==> config.mk <==
export PLATFORM = sky130hd
export DESIGN_NAME = ryuv_back
export DESIGN_NICKNAME = d
export VERILOG_FILES = /design/src/ryuv_pkg.sv /design/src/ryuv_back.sv
export SDC_FILE = /design/constraint.sdc
export NUM_CORES = 1
export LEC_CHECK = 0
export BUFFER_PORTS_ARGS = -buffer_cell sky130_fd_sc_hd__clkbuf_2
export CAP_MARGIN = 25
export CORE_UTILIZATION = 35
export CTS_BUF_LIST = sky130_fd_sc_hd__clkbuf_4
export CTS_CLUSTER_SIZE = 24
export DETAILED_ROUTE_END_ITERATION = 7
export HOLD_SLACK_MARGIN = 0.03
export PLACE_DENSITY_LB_ADDON = 0.3
export SLEW_MARGIN = 25
export SYNTH_ARGS = -nofsm -noshare
export SYNTH_HDL_FRONTEND = slang
export SYNTH_SLANG_ARGS = --single-unit
==> constraint.sdc <==
create_clock -name aclk -period 6.95 [get_ports aclk]
set_input_delay 0.3475 -clock aclk [delete_from_list [all_inputs] [get_ports aclk]]
set_output_delay 0.3475 -clock aclk [all_outputs]
set_load 0.05 [all_outputs]
==> src/ryuv_pkg.sv <==
`default_nettype none
// ----------------------------------------------------------------------------
// ryuv_pkg
// Shared types and constants of the RGB to YUV 4:2:0 converter.
// ----------------------------------------------------------------------------
package ryuv_pkg;

    // Longest line that the line store holds, and the tallest frame.
    localparam int MAX_WIDTH  = 4096;
    localparam int MAX_HEIGHT = 4096;

    // Configuration register layout.
    localparam int CFG_W     = 13;
    localparam int CFG_IDX_W = 1;
    localparam logic [CFG_IDX_W-1:0] REG_FRAME_WIDTH  = 1'b0;
    localparam logic [CFG_IDX_W-1:0] REG_FRAME_HEIGHT = 1'b1;
    localparam logic [CFG_W-1:0] FRAME_WIDTH_RESET  = 13'd640;
    localparam logic [CFG_W-1:0] FRAME_HEIGHT_RESET = 13'd480;

    // Column and row counters, and the widths used to compare them with a dimension.
    localparam int COL_W  = $clog2(MAX_WIDTH);
    localparam int ROW_W  = $clog2(MAX_HEIGHT);
    localparam int WDIM_W = (COL_W + 1 > CFG_W) ? COL_W + 1 : CFG_W;
    localparam int HDIM_W = (ROW_W + 1 > CFG_W) ? ROW_W + 1 : CFG_W;

    localparam int PIX_W  = 24;
    localparam int COMP_W = 8;

    // Depth of the queue between the front and the back; a power of two.
    localparam int FIFO_DEPTH = 2;

    // How the chroma of a pixel is formed.
    typedef enum logic [2:0] {
        CLS_NONE,     // no block completes here
        CLS_QUAD,     // full 2x2 block
        CLS_VPAIR,    // odd right edge: pixel above and current pixel
        CLS_HPAIR,    // odd bottom edge: left pixel and current pixel
        CLS_SINGLE    // odd corner: current pixel alone
    } ryuv_class_t;

    // One classified and averaged pixel, handed from the front to the back.
    typedef struct packed {
        logic [COMP_W-1:0] red;
        logic [COMP_W-1:0] green;
        logic [COMP_W-1:0] blue;
        logic [COMP_W-1:0] avg_red;
        logic [COMP_W-1:0] avg_green;
        logic [COMP_W-1:0] avg_blue;
        logic              chroma_valid;
        logic              frame_end;
    } ryuv_item_t;

endpackage
`default_nettype wire

==> src/ryuv_back.sv <==
`default_nettype none
// ----------------------------------------------------------------------------
// ryuv_back
// Color matrix: luma of each pixel and chroma of each completed block, into
// the output register.
// ----------------------------------------------------------------------------
module ryuv_back import ryuv_pkg::*; (
    input  wire logic              aclk,
    input  wire logic              aresetn,
    input  wire logic              pop_valid,
    output logic                   pop_ready,
    input  wire ryuv_item_t        pop_item,
    output logic                   out_valid,
    input  wire logic              out_ready,
    output logic [COMP_W-1:0]      luma,
    output logic                   chroma_valid,
    output logic [COMP_W-1:0]      chroma_blue,
    output logic [COMP_W-1:0]      chroma_red,
    output logic                   frame_end
);

    logic              out_valid_reg;
    logic [COMP_W-1:0] luma_reg, cb_reg, cr_reg;
    logic              cv_reg, fe_reg;
    logic [15:0]       y_sum, cb_sum, cr_sum;
    logic [COMP_W-1:0] luma_next, cb_next, cr_next;

    assign pop_ready = !out_valid_reg || out_ready;

    // All sums stay within 16 bits; the 32768 offset keeps the chroma sums positive.
    always_comb begin
        y_sum  = 16'd66 * 16'(pop_item.red) + 16'd129 * 16'(pop_item.green)
               + 16'd25 * 16'(pop_item.blue);
        cb_sum = 16'd32768 + 16'd112 * 16'(pop_item.avg_blue)
               - 16'd38 * 16'(pop_item.avg_red) - 16'd74 * 16'(pop_item.avg_green);
        cr_sum = 16'd32768 + 16'd112 * 16'(pop_item.avg_red)
               - 16'd94 * 16'(pop_item.avg_green) - 16'd18 * 16'(pop_item.avg_blue);
        luma_next = y_sum[15:8] + 8'd16;
        cb_next   = pop_item.chroma_valid ? cb_sum[15:8] : '0;
        cr_next   = pop_item.chroma_valid ? cr_sum[15:8] : '0;
    end

    always_ff @(posedge aclk) begin
        if (!aresetn) begin
            out_valid_reg <= 1'b0;
        end else if (pop_ready) begin
            out_valid_reg <= pop_valid;
        end
    end

    always_ff @(posedge aclk) begin
        if (pop_ready && pop_valid) begin
            luma_reg <= luma_next;
            cb_reg   <= cb_next;
            cr_reg   <= cr_next;
            cv_reg   <= pop_item.chroma_valid;
            fe_reg   <= pop_item.frame_end;
        end
    end

    assign out_valid    = out_valid_reg;
    assign luma         = luma_reg;
    assign chroma_valid = cv_reg;
    assign chroma_blue  = cb_reg;
    assign chroma_red   = cr_reg;
    assign frame_end    = fe_reg;

endmodule
`default_nettype wire

## After elaboration in Yosys (flattened, before gate mapping)

Cells that the tools add are included.

- Add/sub/neg operators: 9
- $mul: 9
- Reduce and logical (&&, ||, !) cells: 3

Operators by type and width:

| cell | number |
|---|---|
| $mul A6 B8 Y14 const A | 3 |
| $add A16 B15 Y16 const A | 2 |
| $sub A16 B15 Y16 | 2 |
| $mul A5 B8 Y13 const A | 2 |
| $mul A3 B8 Y11 const A | 2 |
| $add A15 B16 Y16 | 1 |
| $add A16 B13 Y16 | 1 |
| $mul A8 B8 Y16 const A | 1 |
| $sub A16 B13 Y16 | 1 |
| $sub A16 B14 Y16 | 1 |
| $mul A4 B8 Y12 const A | 1 |
| $add A8 B5 Y8 const B | 1 |
| $logic_and A1 B1 Y1 | 1 |
| $logic_not A1 Y1 | 1 |
| $logic_or A1 B1 Y1 | 1 |

- Flip-flop bits (word level): 27
- Word-level logic and storage cells: 27

## Logic depth before layout (Yosys ltp)

- Word-level depth: 4
- Gate-level depth with buffers: 23
- Depth with buffers taken out: 23

## Worst setup path after synthesis

No wires, ideal clock.

- Path kind: input-to-reg
- Start point: input pop_item[12] (netlist name)
- End point: register cr_reg[7], in the netlist chroma_red[7] (data pin)
- Data arrival time: 4.936 ns
- Required time: 6.677 ns
- Slack: 1.741 ns
- Stages on the path: 21
- Path through: inv_1 > fa_1 > inv_1 > ha_1 > fa_1 > inv_1 > fa_1 > nor2b_1 > o21ai_0 > a21boi_0 > o21ai_0 > a221oi_1 > xor2_1 > fa_1 > inv_1 > ha_1 > a21o_1 > a21oi_1 > o21ai_0 > nand4b_1 > o211ai_1

- Word-level cells in the longest chain between the ends: 3

Ends and longest elaborated chain:

| element | RTL line | RTL |
|---|---|---|
| from (decl) | ryuv_back.sv:12 | `input wire ryuv_item_t pop_item,` |
| $mul A6 B8 Y14 | ryuv_back.sv:37 | `- 16'd94 * 16'(pop_item.avg_green) - 16'd18 * 16'(pop_item.avg_blue);` |
| $sub A16 B15 Y16 | ryuv_back.sv:37 |  |
| $sub A16 B13 Y16 | ryuv_back.sv:37 |  |
| to (signal assigned) | ryuv_back.sv:55 | `cr_reg <= cr_next;` |
| to (decl) | ryuv_back.sv:23 | `logic [COMP_W-1:0] luma_reg, cb_reg, cr_reg;` |

Every way passes these cells.
A chain may end at the register's enable or synchronous reset.

## Worst setup path after layout

Same ends and word-level chain as after synthesis.

==> out/qor.yml <==
fin_skew_ps: 18.80
clkLatencyLatePin_ps: 350
crit_path_max_fanout: 4
grt_first_pass_wirelength_mm: 26.31
reg2reg_depth: 3
cts_hold_buf: 0
finalHoldViolCount: 0
synthTopCellsByArea: "ha_1, fa_1, inv_1"
cts_tree: "built"
ys_types: 51
period_share_pct: 76.42
async_flop_share_pct: 0
outcome: "finished clean"
ys_seq_area_share_pct: 10.47
min_path_cells: 1
dp_hpwl_mm: 14.46
grt_start_max_net_pins: 27
synth_edf_count: 26
yosys_warnings: 0
synth_area_um2: 7646
ir_worst_vdd_uv: 210.0
critPathLaunchType: "primary input"
routed_wl_mm: 15.43
die_w_um: 149.8
core-area_um2: 21220
p_per_area_nw_per_um2: 401.3
insertedDiodeCount: 0
post_cts_buffers: 0
end_kind: "flip-flop"
port_buffers: 81
hp-class: "primary input to flip-flop"
ctsResizeCount: 0
required_ps: 7070
gp_congestion: 0.8363
overflow: 0
firstDrtPassIters: 6
syn_avg_cell_area_um2: 9.428
viasPerCell: 4.657
syn-num-nets: 1140
clockBufferDepth: 2
synthFlopType: "edfxtp_1"
yosysTopAreaCell: "ha_1"
root_buffer: "clkbuf_4"
synth_top_area_share_pct: 30.76
initial_utilization_pct: 36.03
setup_violations: 0
pin_count: 82
cts_buffers: 3
fmax_mhz: 188.3
setup_tns_ps: 0
ys_seq_elements: 27
slew_violations: 0
syn_inst: 811
clock-sinks: 27
wl_per_cell_um: 13.20
die_h_um: 149.8
grt_pass1_vias: 5681
nets: 1224
p_leak_nw: 4.576
whs_ps: 175.8
tightest_slew_ps: 550.3
die-area_um2: 22440
h-tree-depth: 1
fp-row-count: 53
clk_pin_slew_ps: 170
arrival_ps: 5430
vias: 5444
detail-route-antenna-nets: 0
drt_iter0_markers: 94
maxCapViolCount: 0
syn2layout_area_growth_pct: 10.11
rsz0062_at_grt: "no"
relSlewSlack_pct: 62.36
grt_usage_pct: 14.83
drc: 0
drive_gt1_share_pct: 11.07
finalCriticalPeriod_ps: 5311
antenna_found_initial: 0
path_class: "primary input to flip-flop"
[cell type report]
class / instances / area (um2)
inverters: 213 / 799.5
multi-input cells: 568 / 6031
repair buffers: 82 / 412.9
well taps: 275 / 344.1
fillers: 2175 / 12800
flip-flops and latches: 27 / 800.8
clock buffers: 3 / 22.52
clock inverters: 1 / 8.758
[routing by layer]
metal,routed length [um],share of wire (%),GRT usage (%)
met5,0,0,0
met4,201,1.3,2.172
met3,443,2.9,1.646
met2,8047,52,29.05
met1,6737,44,17.37
[worst paths after layout]
check             slack, ps             to         start
setup / recovery       1640  chroma_red[7]  pop_item[12]
setup reg to reg       5760        luma[7]     out_valid
hold / removal          180      frame_end   pop_item[0]
hold reg to reg         550      out_valid     out_valid
[worst max-delay path, stage by stage]
cell,delay (ps)
clkbuf_2,120
inv_1,110
fa_1,550
inv_1,40
ha_1,290
fa_1,570
inv_1,60
fa_1,450
nor2b_1,120
o21ai_0,100
a21boi_0,230
o21ai_0,150
a221oi_1,440
xor2_1,200
fa_1,560
inv_1,40
ha_1,340
a21o_1,190
a21oi_1,130
o21ai_0,170
nand4b_1,150
o211ai_1,80
[layout by cell type (no fill, tap or decap), types with 4 or more instances in the layout]
master,synthesis,final
inv_1,213,213
ha_1,188,188
fa_1,87,87
clkbuf_2,0,81
a21oi_1,45,45
xnor2_1,38,38
edfxtp_1,26,26
nor2_1,24,24
o21ai_0,19,19
a21o_1,18,18
nand2_1,18,18
xor2_1,15,15
nor3_1,13,13
o21bai_1,12,12
o21a_1,10,10
nand2b_1,7,7
nor2b_1,6,6
nand3_1,6,6
a21boi_0,4,4
o31ai_1,4,4
and2_1,4,4
a31oi_1,4,4
and3_1,4,4
[through the flow]
stage,std cells,cell area [um2],worst slack [ps],power (mW),util [%]
CTS,1169,8419,1593,3.453,39.68
global route,1169,8419,1194,3.846,39.68
global placement,1165,8388,1261,3.329,39.53
floorplan,811,7646,1741,2.710,-
detailed placement,1165,8388,1191,3.362,39.53
finish,1169,8419,1639,3.378,39.68
[where the power goes]
part / switching, mW / internal (mW) / leakage [nW]
combinational: 1.74 / 1.21 / 4.29
sequential: 0.0220 / 0.337 / 0.265
clock: 0.0534 / 0.0236 / 0.0183
[cell families after synthesis]
group | after synthesis | share of synthesized area [%]
AOI/OAI and AO/OA | 136 | 11.77
xor gates and xnor gates | 54 | 6.382
adders and majority gates | 275 | 53.54
buffers and inverters | 216 | 10.65
DFF | 27 | 10.47
muxes | 3 | 0.3928
and+or+nand+nor | 100 | 6.791
[cells in the mapped netlist (3+ instances only)]
cell	number
or2_2	3
nor3_1	13
xor2_1	15
and2_1	4
a21boi_0	4
and3_1	4
fa_1	87
nand2b_1	7
or3_1	3
edfxtp_1	26
nand3_1	6
ha_1	188
a21o_1	18
xnor2_1	38
o31ai_1	4
a21oi_1	45
a31oi_1	4
o21bai_1	12
nand2_1	18
nor2_1	24
inv_1	213
o21ai_0	19
o211ai_1	3
mux2i_1	3
nor2b_1	6
o21a_1	10
nand4_1	3
No activity file was read; power rests on OpenSTA's default activity.
