[config.mk]
export PLATFORM = sky130hd
export DESIGN_NAME = ryuv_fifo
export DESIGN_NICKNAME = d
export VERILOG_FILES = /design/src/ryuv_pkg.sv /design/src/ryuv_fifo.sv
export SDC_FILE = /design/constraint.sdc
export NUM_CORES = 1
export LEC_CHECK = 0
export BUFFER_PORTS_ARGS = -buffer_cell sky130_fd_sc_hd__buf_2
export CORE_MARGIN = 3
export CORE_UTILIZATION = 47
export CTS_CLUSTER_DIAMETER = 200
export DETAILED_ROUTE_END_ITERATION = 6
export PLACE_DENSITY = 0.76
export SETUP_SLACK_MARGIN = 0.5
export SLEW_MARGIN = 40
export SYNTH_ARGS = -nofsm -noshare
export SYNTH_HDL_FRONTEND = slang
export SYNTH_SLANG_ARGS = --single-unit
[constraint.sdc]
create_clock -name aclk -period 6.9 [get_ports aclk]
set_clock_uncertainty 0.2 [all_clocks]
set_input_delay 0 -clock aclk [delete_from_list [all_inputs] [get_ports aclk]]
set_output_delay 0 -clock aclk [all_outputs]
set_load 0.05 [all_outputs]
[src/ryuv_pkg.sv]
`default_nettype none
// ----------------------------------------------------------------------------
// ryuv_pkg
// Shared types and constants of the RGB to YUV 4:2:0 converter.
// ----------------------------------------------------------------------------
package ryuv_pkg;

    // Longest line that the line store holds, and the tallest frame.
    localparam int MAX_WIDTH  = 4096;
    localparam int MAX_HEIGHT = 4096;

    // Configuration register layout.
    localparam int CFG_W     = 13;
    localparam int CFG_IDX_W = 1;
    localparam logic [CFG_IDX_W-1:0] REG_FRAME_WIDTH  = 1'b0;
    localparam logic [CFG_IDX_W-1:0] REG_FRAME_HEIGHT = 1'b1;
    localparam logic [CFG_W-1:0] FRAME_WIDTH_RESET  = 13'd640;
    localparam logic [CFG_W-1:0] FRAME_HEIGHT_RESET = 13'd480;

    // Column and row counters, and the widths used to compare them with a dimension.
    localparam int COL_W  = $clog2(MAX_WIDTH);
    localparam int ROW_W  = $clog2(MAX_HEIGHT);
    localparam int WDIM_W = (COL_W + 1 > CFG_W) ? COL_W + 1 : CFG_W;
    localparam int HDIM_W = (ROW_W + 1 > CFG_W) ? ROW_W + 1 : CFG_W;

    localparam int PIX_W  = 24;
    localparam int COMP_W = 8;

    // Depth of the queue between the front and the back; a power of two.
    localparam int FIFO_DEPTH = 2;

    // How the chroma of a pixel is formed.
    typedef enum logic [2:0] {
        CLS_NONE,     // no block completes here
        CLS_QUAD,     // full 2x2 block
        CLS_VPAIR,    // odd right edge: pixel above and current pixel
        CLS_HPAIR,    // odd bottom edge: left pixel and current pixel
        CLS_SINGLE    // odd corner: current pixel alone
    } ryuv_class_t;

    // One classified and averaged pixel, handed from the front to the back.
    typedef struct packed {
        logic [COMP_W-1:0] red;
        logic [COMP_W-1:0] green;
        logic [COMP_W-1:0] blue;
        logic [COMP_W-1:0] avg_red;
        logic [COMP_W-1:0] avg_green;
        logic [COMP_W-1:0] avg_blue;
        logic              chroma_valid;
        logic              frame_end;
    } ryuv_item_t;

endpackage
`default_nettype wire

[src/ryuv_fifo.sv]
`default_nettype none
// ----------------------------------------------------------------------------
// ryuv_fifo
// Short queue of classified pixels between the front and the back.
// ----------------------------------------------------------------------------
module ryuv_fifo import ryuv_pkg::*; (
    input  wire logic       aclk,
    input  wire logic       aresetn,
    input  wire logic       push_valid,
    output logic            push_ready,
    input  wire ryuv_item_t push_item,
    output logic            pop_valid,
    input  wire logic       pop_ready,
    output ryuv_item_t      pop_item
);

    localparam int PTR_W = (FIFO_DEPTH > 1) ? $clog2(FIFO_DEPTH) : 1;
    localparam int CNT_W = $clog2(FIFO_DEPTH + 1);

    ryuv_item_t         entry_reg [FIFO_DEPTH];
    logic [PTR_W-1:0]   wr_ptr_reg, rd_ptr_reg;
    logic [CNT_W-1:0]   count_reg;
    logic               do_push, do_pop;

    assign push_ready = count_reg != CNT_W'(FIFO_DEPTH);
    assign pop_valid  = count_reg != '0;
    assign pop_item   = entry_reg[rd_ptr_reg];
    assign do_push    = push_valid && push_ready;
    assign do_pop     = pop_valid && pop_ready;

    always_ff @(posedge aclk) begin
        if (!aresetn) begin
            wr_ptr_reg <= '0;
            rd_ptr_reg <= '0;
            count_reg  <= '0;
        end else begin
            if (do_push) begin
                wr_ptr_reg <= wr_ptr_reg + PTR_W'(1);
            end
            if (do_pop) begin
                rd_ptr_reg <= rd_ptr_reg + PTR_W'(1);
            end
            if (do_push && !do_pop) begin
                count_reg <= count_reg + CNT_W'(1);
            end else if (do_pop && !do_push) begin
                count_reg <= count_reg - CNT_W'(1);
            end
        end
    end

    always_ff @(posedge aclk) begin
        if (do_push) begin
            entry_reg[wr_ptr_reg] <= push_item;
        end
    end

endmodule
`default_nettype wire

After elaboration in Yosys (flattened, before gate mapping):

Memories as Yosys holds them, arrays and structs flattened. A register that Yosys moved wholly into a read port is not among the register bits.
Cells that the tools add are included.

* register bits: 4
* output and inout port bits: 52
* memories: 1
* logic and storage cells: 23
* memory bits (writable): 100

Memories
* entry_reg: depth 2, width 50, read ports 1, clocked after memory_dff 1, wr ports 1, RTL line ryuv_fifo.sv:20 `ryuv_item_t entry_reg [FIFO_DEPTH];`

* mux-type cells: 6
* reductions and logical operators: 8
* add/sub/neg operators: 4
* equality and inequality tests: 1

Operators by type and width (number)
* $logic_and 1x1->1: 4
* $mux 1: 4
* $mux 2: 2
* $reduce_bool 2->1: 2
* $add 1x1->1 const B: 2
* $add 2x1->2 const B: 1
* $logic_not 1->1: 2
* $ne 2x2->1 const B: 1
* $sub 2x1->2 const B: 1

Depth between registers and ports, before layout:

* depth after elaboration: 6
* gate-level depth with buffers: 6
* mapped depth without buffers: 6

Worst setup path after synthesis:

No wires, ideal clock.

* kind: register -> register
* start: register count_reg[0]
* end: memory entry_reg[1][0] in the netlist's numbering (enable)
* arrival: 1.920 ns
* path slack: 4.367 ns
* cell stages (with the launch flop): 3
* library setup time: 0.413 ns
* period minus slack after synthesis: 2.533 ns
* path through: dfxtp_1 nand2b_4 and3_1

* cells in the longest elaborated chain, start to end: 4

Ends and longest elaborated chain
* start: declaration: RTL line ryuv_fifo.sv:22 `logic [CNT_W-1:0] count_reg;`
* start signal: assignment: RTL line ryuv_fifo.sv:44 `count_reg <= count_reg + CNT_W'(1);`
* start signal: assignment: RTL line ryuv_fifo.sv:46 `count_reg <= count_reg - CNT_W'(1);`
* $ne 2x2->1: RTL line ryuv_fifo.sv:25 `assign push_ready = count_reg != CNT_W'(FIFO_DEPTH);`
* via push_ready: RTL line ryuv_fifo.sv:10 `output logic push_ready,`
* $logic_and 1x1->1: RTL line ryuv_fifo.sv:28 `assign do_push = push_valid && push_ready;`
* $mux 1: RTL line ryuv_fifo.sv:52 `if (do_push) begin`
* $mux 1 (implied by the code): RTL line ryuv_fifo.sv:53 `entry_reg[wr_ptr_reg] <= push_item;`
* end: declaration: RTL line ryuv_fifo.sv:20

The timed path passes the listed nets, and every way through them passes these cells.

==> results.txt <==
* Type of the worst min-delay path: in -> reg
- The H-tree generated during clock tree synthesis spans 3 levels.
- Pins over their slew limit: 0
- Count of flip-flops with a built-in enable after synthesis: 100
* Row Count: 32
- Along the worst path, the maximum fanout reaches 33.
- Initial cell density of the core: 0.492
- Skew-Pair Late Insertion Delay: 0.35 ns
- Areal power density over the cells: 376 nW/um2
- The net count of the finished layout is 399.
- Root Buffer: sky130_fd_sc_hd__clkbuf_8
* Worst path setup slack after routing: 4.64 ns
- Final global-route overflow total: 0
- Before CTS, the worst setup slack after placement is 4.99 ns.
* Post-CTS setup buffer count: 0
- For this run, the leading register cell type out of synthesis is sky130_fd_sc_hd__edfxtp_1.
- Routability-driven placement finished with a final weighted congestion of 0.678.
- Largest net degree at the start of global routing: 51
* Combined global-route utilization of all metal layers: 0.150
- In this run the horizontal extent of the chip is 96.4 um.
- Final core occ: 0.670
* Max FFs per register: 100
* Transition time at the pin with the least slew margin: 0.668 ns
- Counting the fill cells in the layout gives 539.
- The Yosys step of the flow raised 0 warnings.
- Counting both buffers and inverters, the worst setup path holds a total of 2.
- The repair_antennas step left the layout with diodes totalling 0.
- Iteration-0 DRC count of the detailed router: 63
- Subtracting the final worst setup slack from the clock period gives 2.26 ns.
- In this run the remaining antenna-violating nets after routing total 0.
- # Max-Cap Violations: 0
- For the worst setup path, the data required time is 6.70 ns.
- Family with the most delay on the worst path: buffers and inverters
* Relative slew margins: 0.555
- The die covers 9290 um2.
* Largest stage delay on the critical path: 0.59 ns
- Dividing the synthesized area by the synthesized cell count gives 21.3 um2.
* Result of the run: completed
- Antenna violations before repair: 0
- Slowest library cell on the worst path: sky130_fd_sc_hd__dfxtp_2
* Critical path depth in cells: 3
- The final-report hold violation count came to 0.
* Resized Gates After CTS: 0
- The critical path goes through buf_4, mux2_2, buf_2.
- Compared with the post-synthesis result, the final layout area differs by 36.4%.
- Remaining DRCs: 0
- Largest family of logic cells by synthesized area: multiplexers
* Critical path arrival: 2.06 ns
* Achievable frequency: 443 MHz
- For this run, the register share of the synthesized area comes to 0.809.
* R2r worst-path depth: 3
- Final-layout setup total negative slack: 0 ns
* Highest ir drop seen on vdd: 0.282 mV
- The area fraction in compound gates after synthesis was 0.00913.
* Net count of the mapped netlist: 235
- Post-synthesis xor/xnor area fraction: 0.00685
- Final setup violation count: 0
* Inserted Clock Buffers: 9
- The clock passes through at most 2 buffers.
* Wirelength per Cell: 15.0 um
- For this block, the via count after detailed routing is 2140.
- Multiplexer share of the synthesized area: 0.147
* Detailed-route wire length: 6760 um
- Fraction of the mapped netlist area in simple logic gates: 0.0170
* Adder and majority gate portion of the synthesized area: 0.00326
- Startpoint Class: flop
* Unrepaired setup endpoints after global routing: no
* Setup crit end kind: output port
* Number of global-route vias before repair: 2156
- Dividing the detail-routed via count by the number of cells gives 4.75.
- The region available for standard cell placement spans 7810 um2.
* Cells after Synth: 180
* Number of primary I/O pins: 106
- After clock tree synthesis, the clock-pin slew on the worst setup and hold paths is 0.10 ns.
- Share of flip-flops with an asynchronous set or reset after synthesis: 0
- In this run the tool buffered the top-level ports with 105 buffer cells.
- Summed over all cells, the static leakage comes to 1.97 nW.
* Sink count of the clock tree: 105
* Setup slack of the worst register-to-register path: 5.06 ns
- The first global-routing pass estimated 10200 um of wire.
- After layout, the design draws a total of 0.00197 W.
* Final Cycle Share: 0.327
- Worst setup path class: reg -> out
* Ratio of cells with drive above 1 in the final layout: 0.499
- Die Y-Extent: 96.4 um
- Register bit count reported by yosys: 105
- Summed over all nets, the half-perimeter wirelength after detailed placement is 4090 um.
- Leaving out fill and tap cells, the most frequent cell in the layout is sky130_fd_sc_hd__buf_2.
- Depth of the worst hold-timing path: 2
- Leaving out fill and tap cells, the most frequent cells in the layout are 105 x sky130_fd_sc_hd__buf_2, 100 x sky130_fd_sc_hd__edfxtp_1, 53 x sky130_fd_sc_hd__dlygate4sd3_1.
- CTS tree: built
* Number of search-and-repair iterations in the first detailed-routing pass: 4
- Netlist area before placement: 3840 um2
- In this run, distinct cell masters in the synthesized netlist total 21.
## cell usage after synthesis (2+ instances only)
cell | count | area share
sky130_fd_sc_hd__and2_1 | 4 | 0.0065
sky130_fd_sc_hd__buf_2 | 5 | 0.0065
sky130_fd_sc_hd__dfxtp_1 | 5 | 0.026
sky130_fd_sc_hd__edfxtp_1 | 100 | 0.78
sky130_fd_sc_hd__mux2_1 | 4 | 0.012
sky130_fd_sc_hd__mux2_2 | 46 | 0.13
sky130_fd_sc_hd__xnor2_1 | 2 | 0.0046
## worst reg2reg max path, cell delays in order, from the launching register on
cell,delay (ns)
sky130_fd_sc_hd__dfxtp_1,0.43
sky130_fd_sc_hd__nand2b_4,0.18
sky130_fd_sc_hd__nand3b_1,0.14
sky130_fd_sc_hd__inv_4,0.50
## cells by family after synthesis
| logic type | count (synthesis) |
|---|---|
| buffers and inverters | 7 |
| DFF | 105 |
| and+or+nand+nor | 9 |
| xor gates and xnor gates | 3 |
| muxes | 50 |
| adders and majority gates | 1 |
| AOI/OAI and AO/OA | 5 |
## per-stage QoR
step / hold WS (ns) / std cells / cell area (um2)
final: 0.165 / 451 / 5230
after global routing: 0.149 / 451 / 5230
after CTS: 0.145 / 451 / 5230
after detailed placement: -0.00878 / 382 / 4480
after global placement: -0.0106 / 382 / 4470
after floorplan: -0.101 / 180 / 3840
## final cells by class
cell class	instances	area, um2	area share
Inverter	1	6.26	0.00120
Multi-Input combinational cell	68	707	0.135
Clock inverter	7	101	0.0194
Clock buffer	9	124	0.0237
Tap cell	102	128	0.0244
Timing Repair Buffer	159	1060	0.203
Sequential cell	105	3100	0.593
## report_power, final
| part | switching [W] | internal (W) |
|---|---|---|
| clock network | 0.000205 | 0.000208 |
| logic | 0.000506 | 0.000217 |
| registers | 0.0000365 | 0.000797 |
## per-layer routing
layer  vias to the layer above  wire length, um  global-route usage
met1                      1021             2810               0.182
met4                         0              110              0.0666
met3                        11              435              0.0367
li1                       1034                -                   -
met5                         -                0                   0
met2                        74             3410               0.252
## path summary, 6_finish.rpt
path / from / endpoint
worst max-delay path: flop / pop_item[7]
worst min-delay path: push_item[31] / entry_reg[0][31]
worst max register to register: count_reg[0] / entry_reg[0][14]
worst min register to register: count_reg[1] / count_reg[1]
## timing repair
| item | CTS | global route |
|---|---|---|
| hold buffers | 53 | 0 |
| hold endpoints to repair | 105 | 0 |
| setup endpoints to repair | 0 | 0 |
Power figures use the tool's default switching activity.
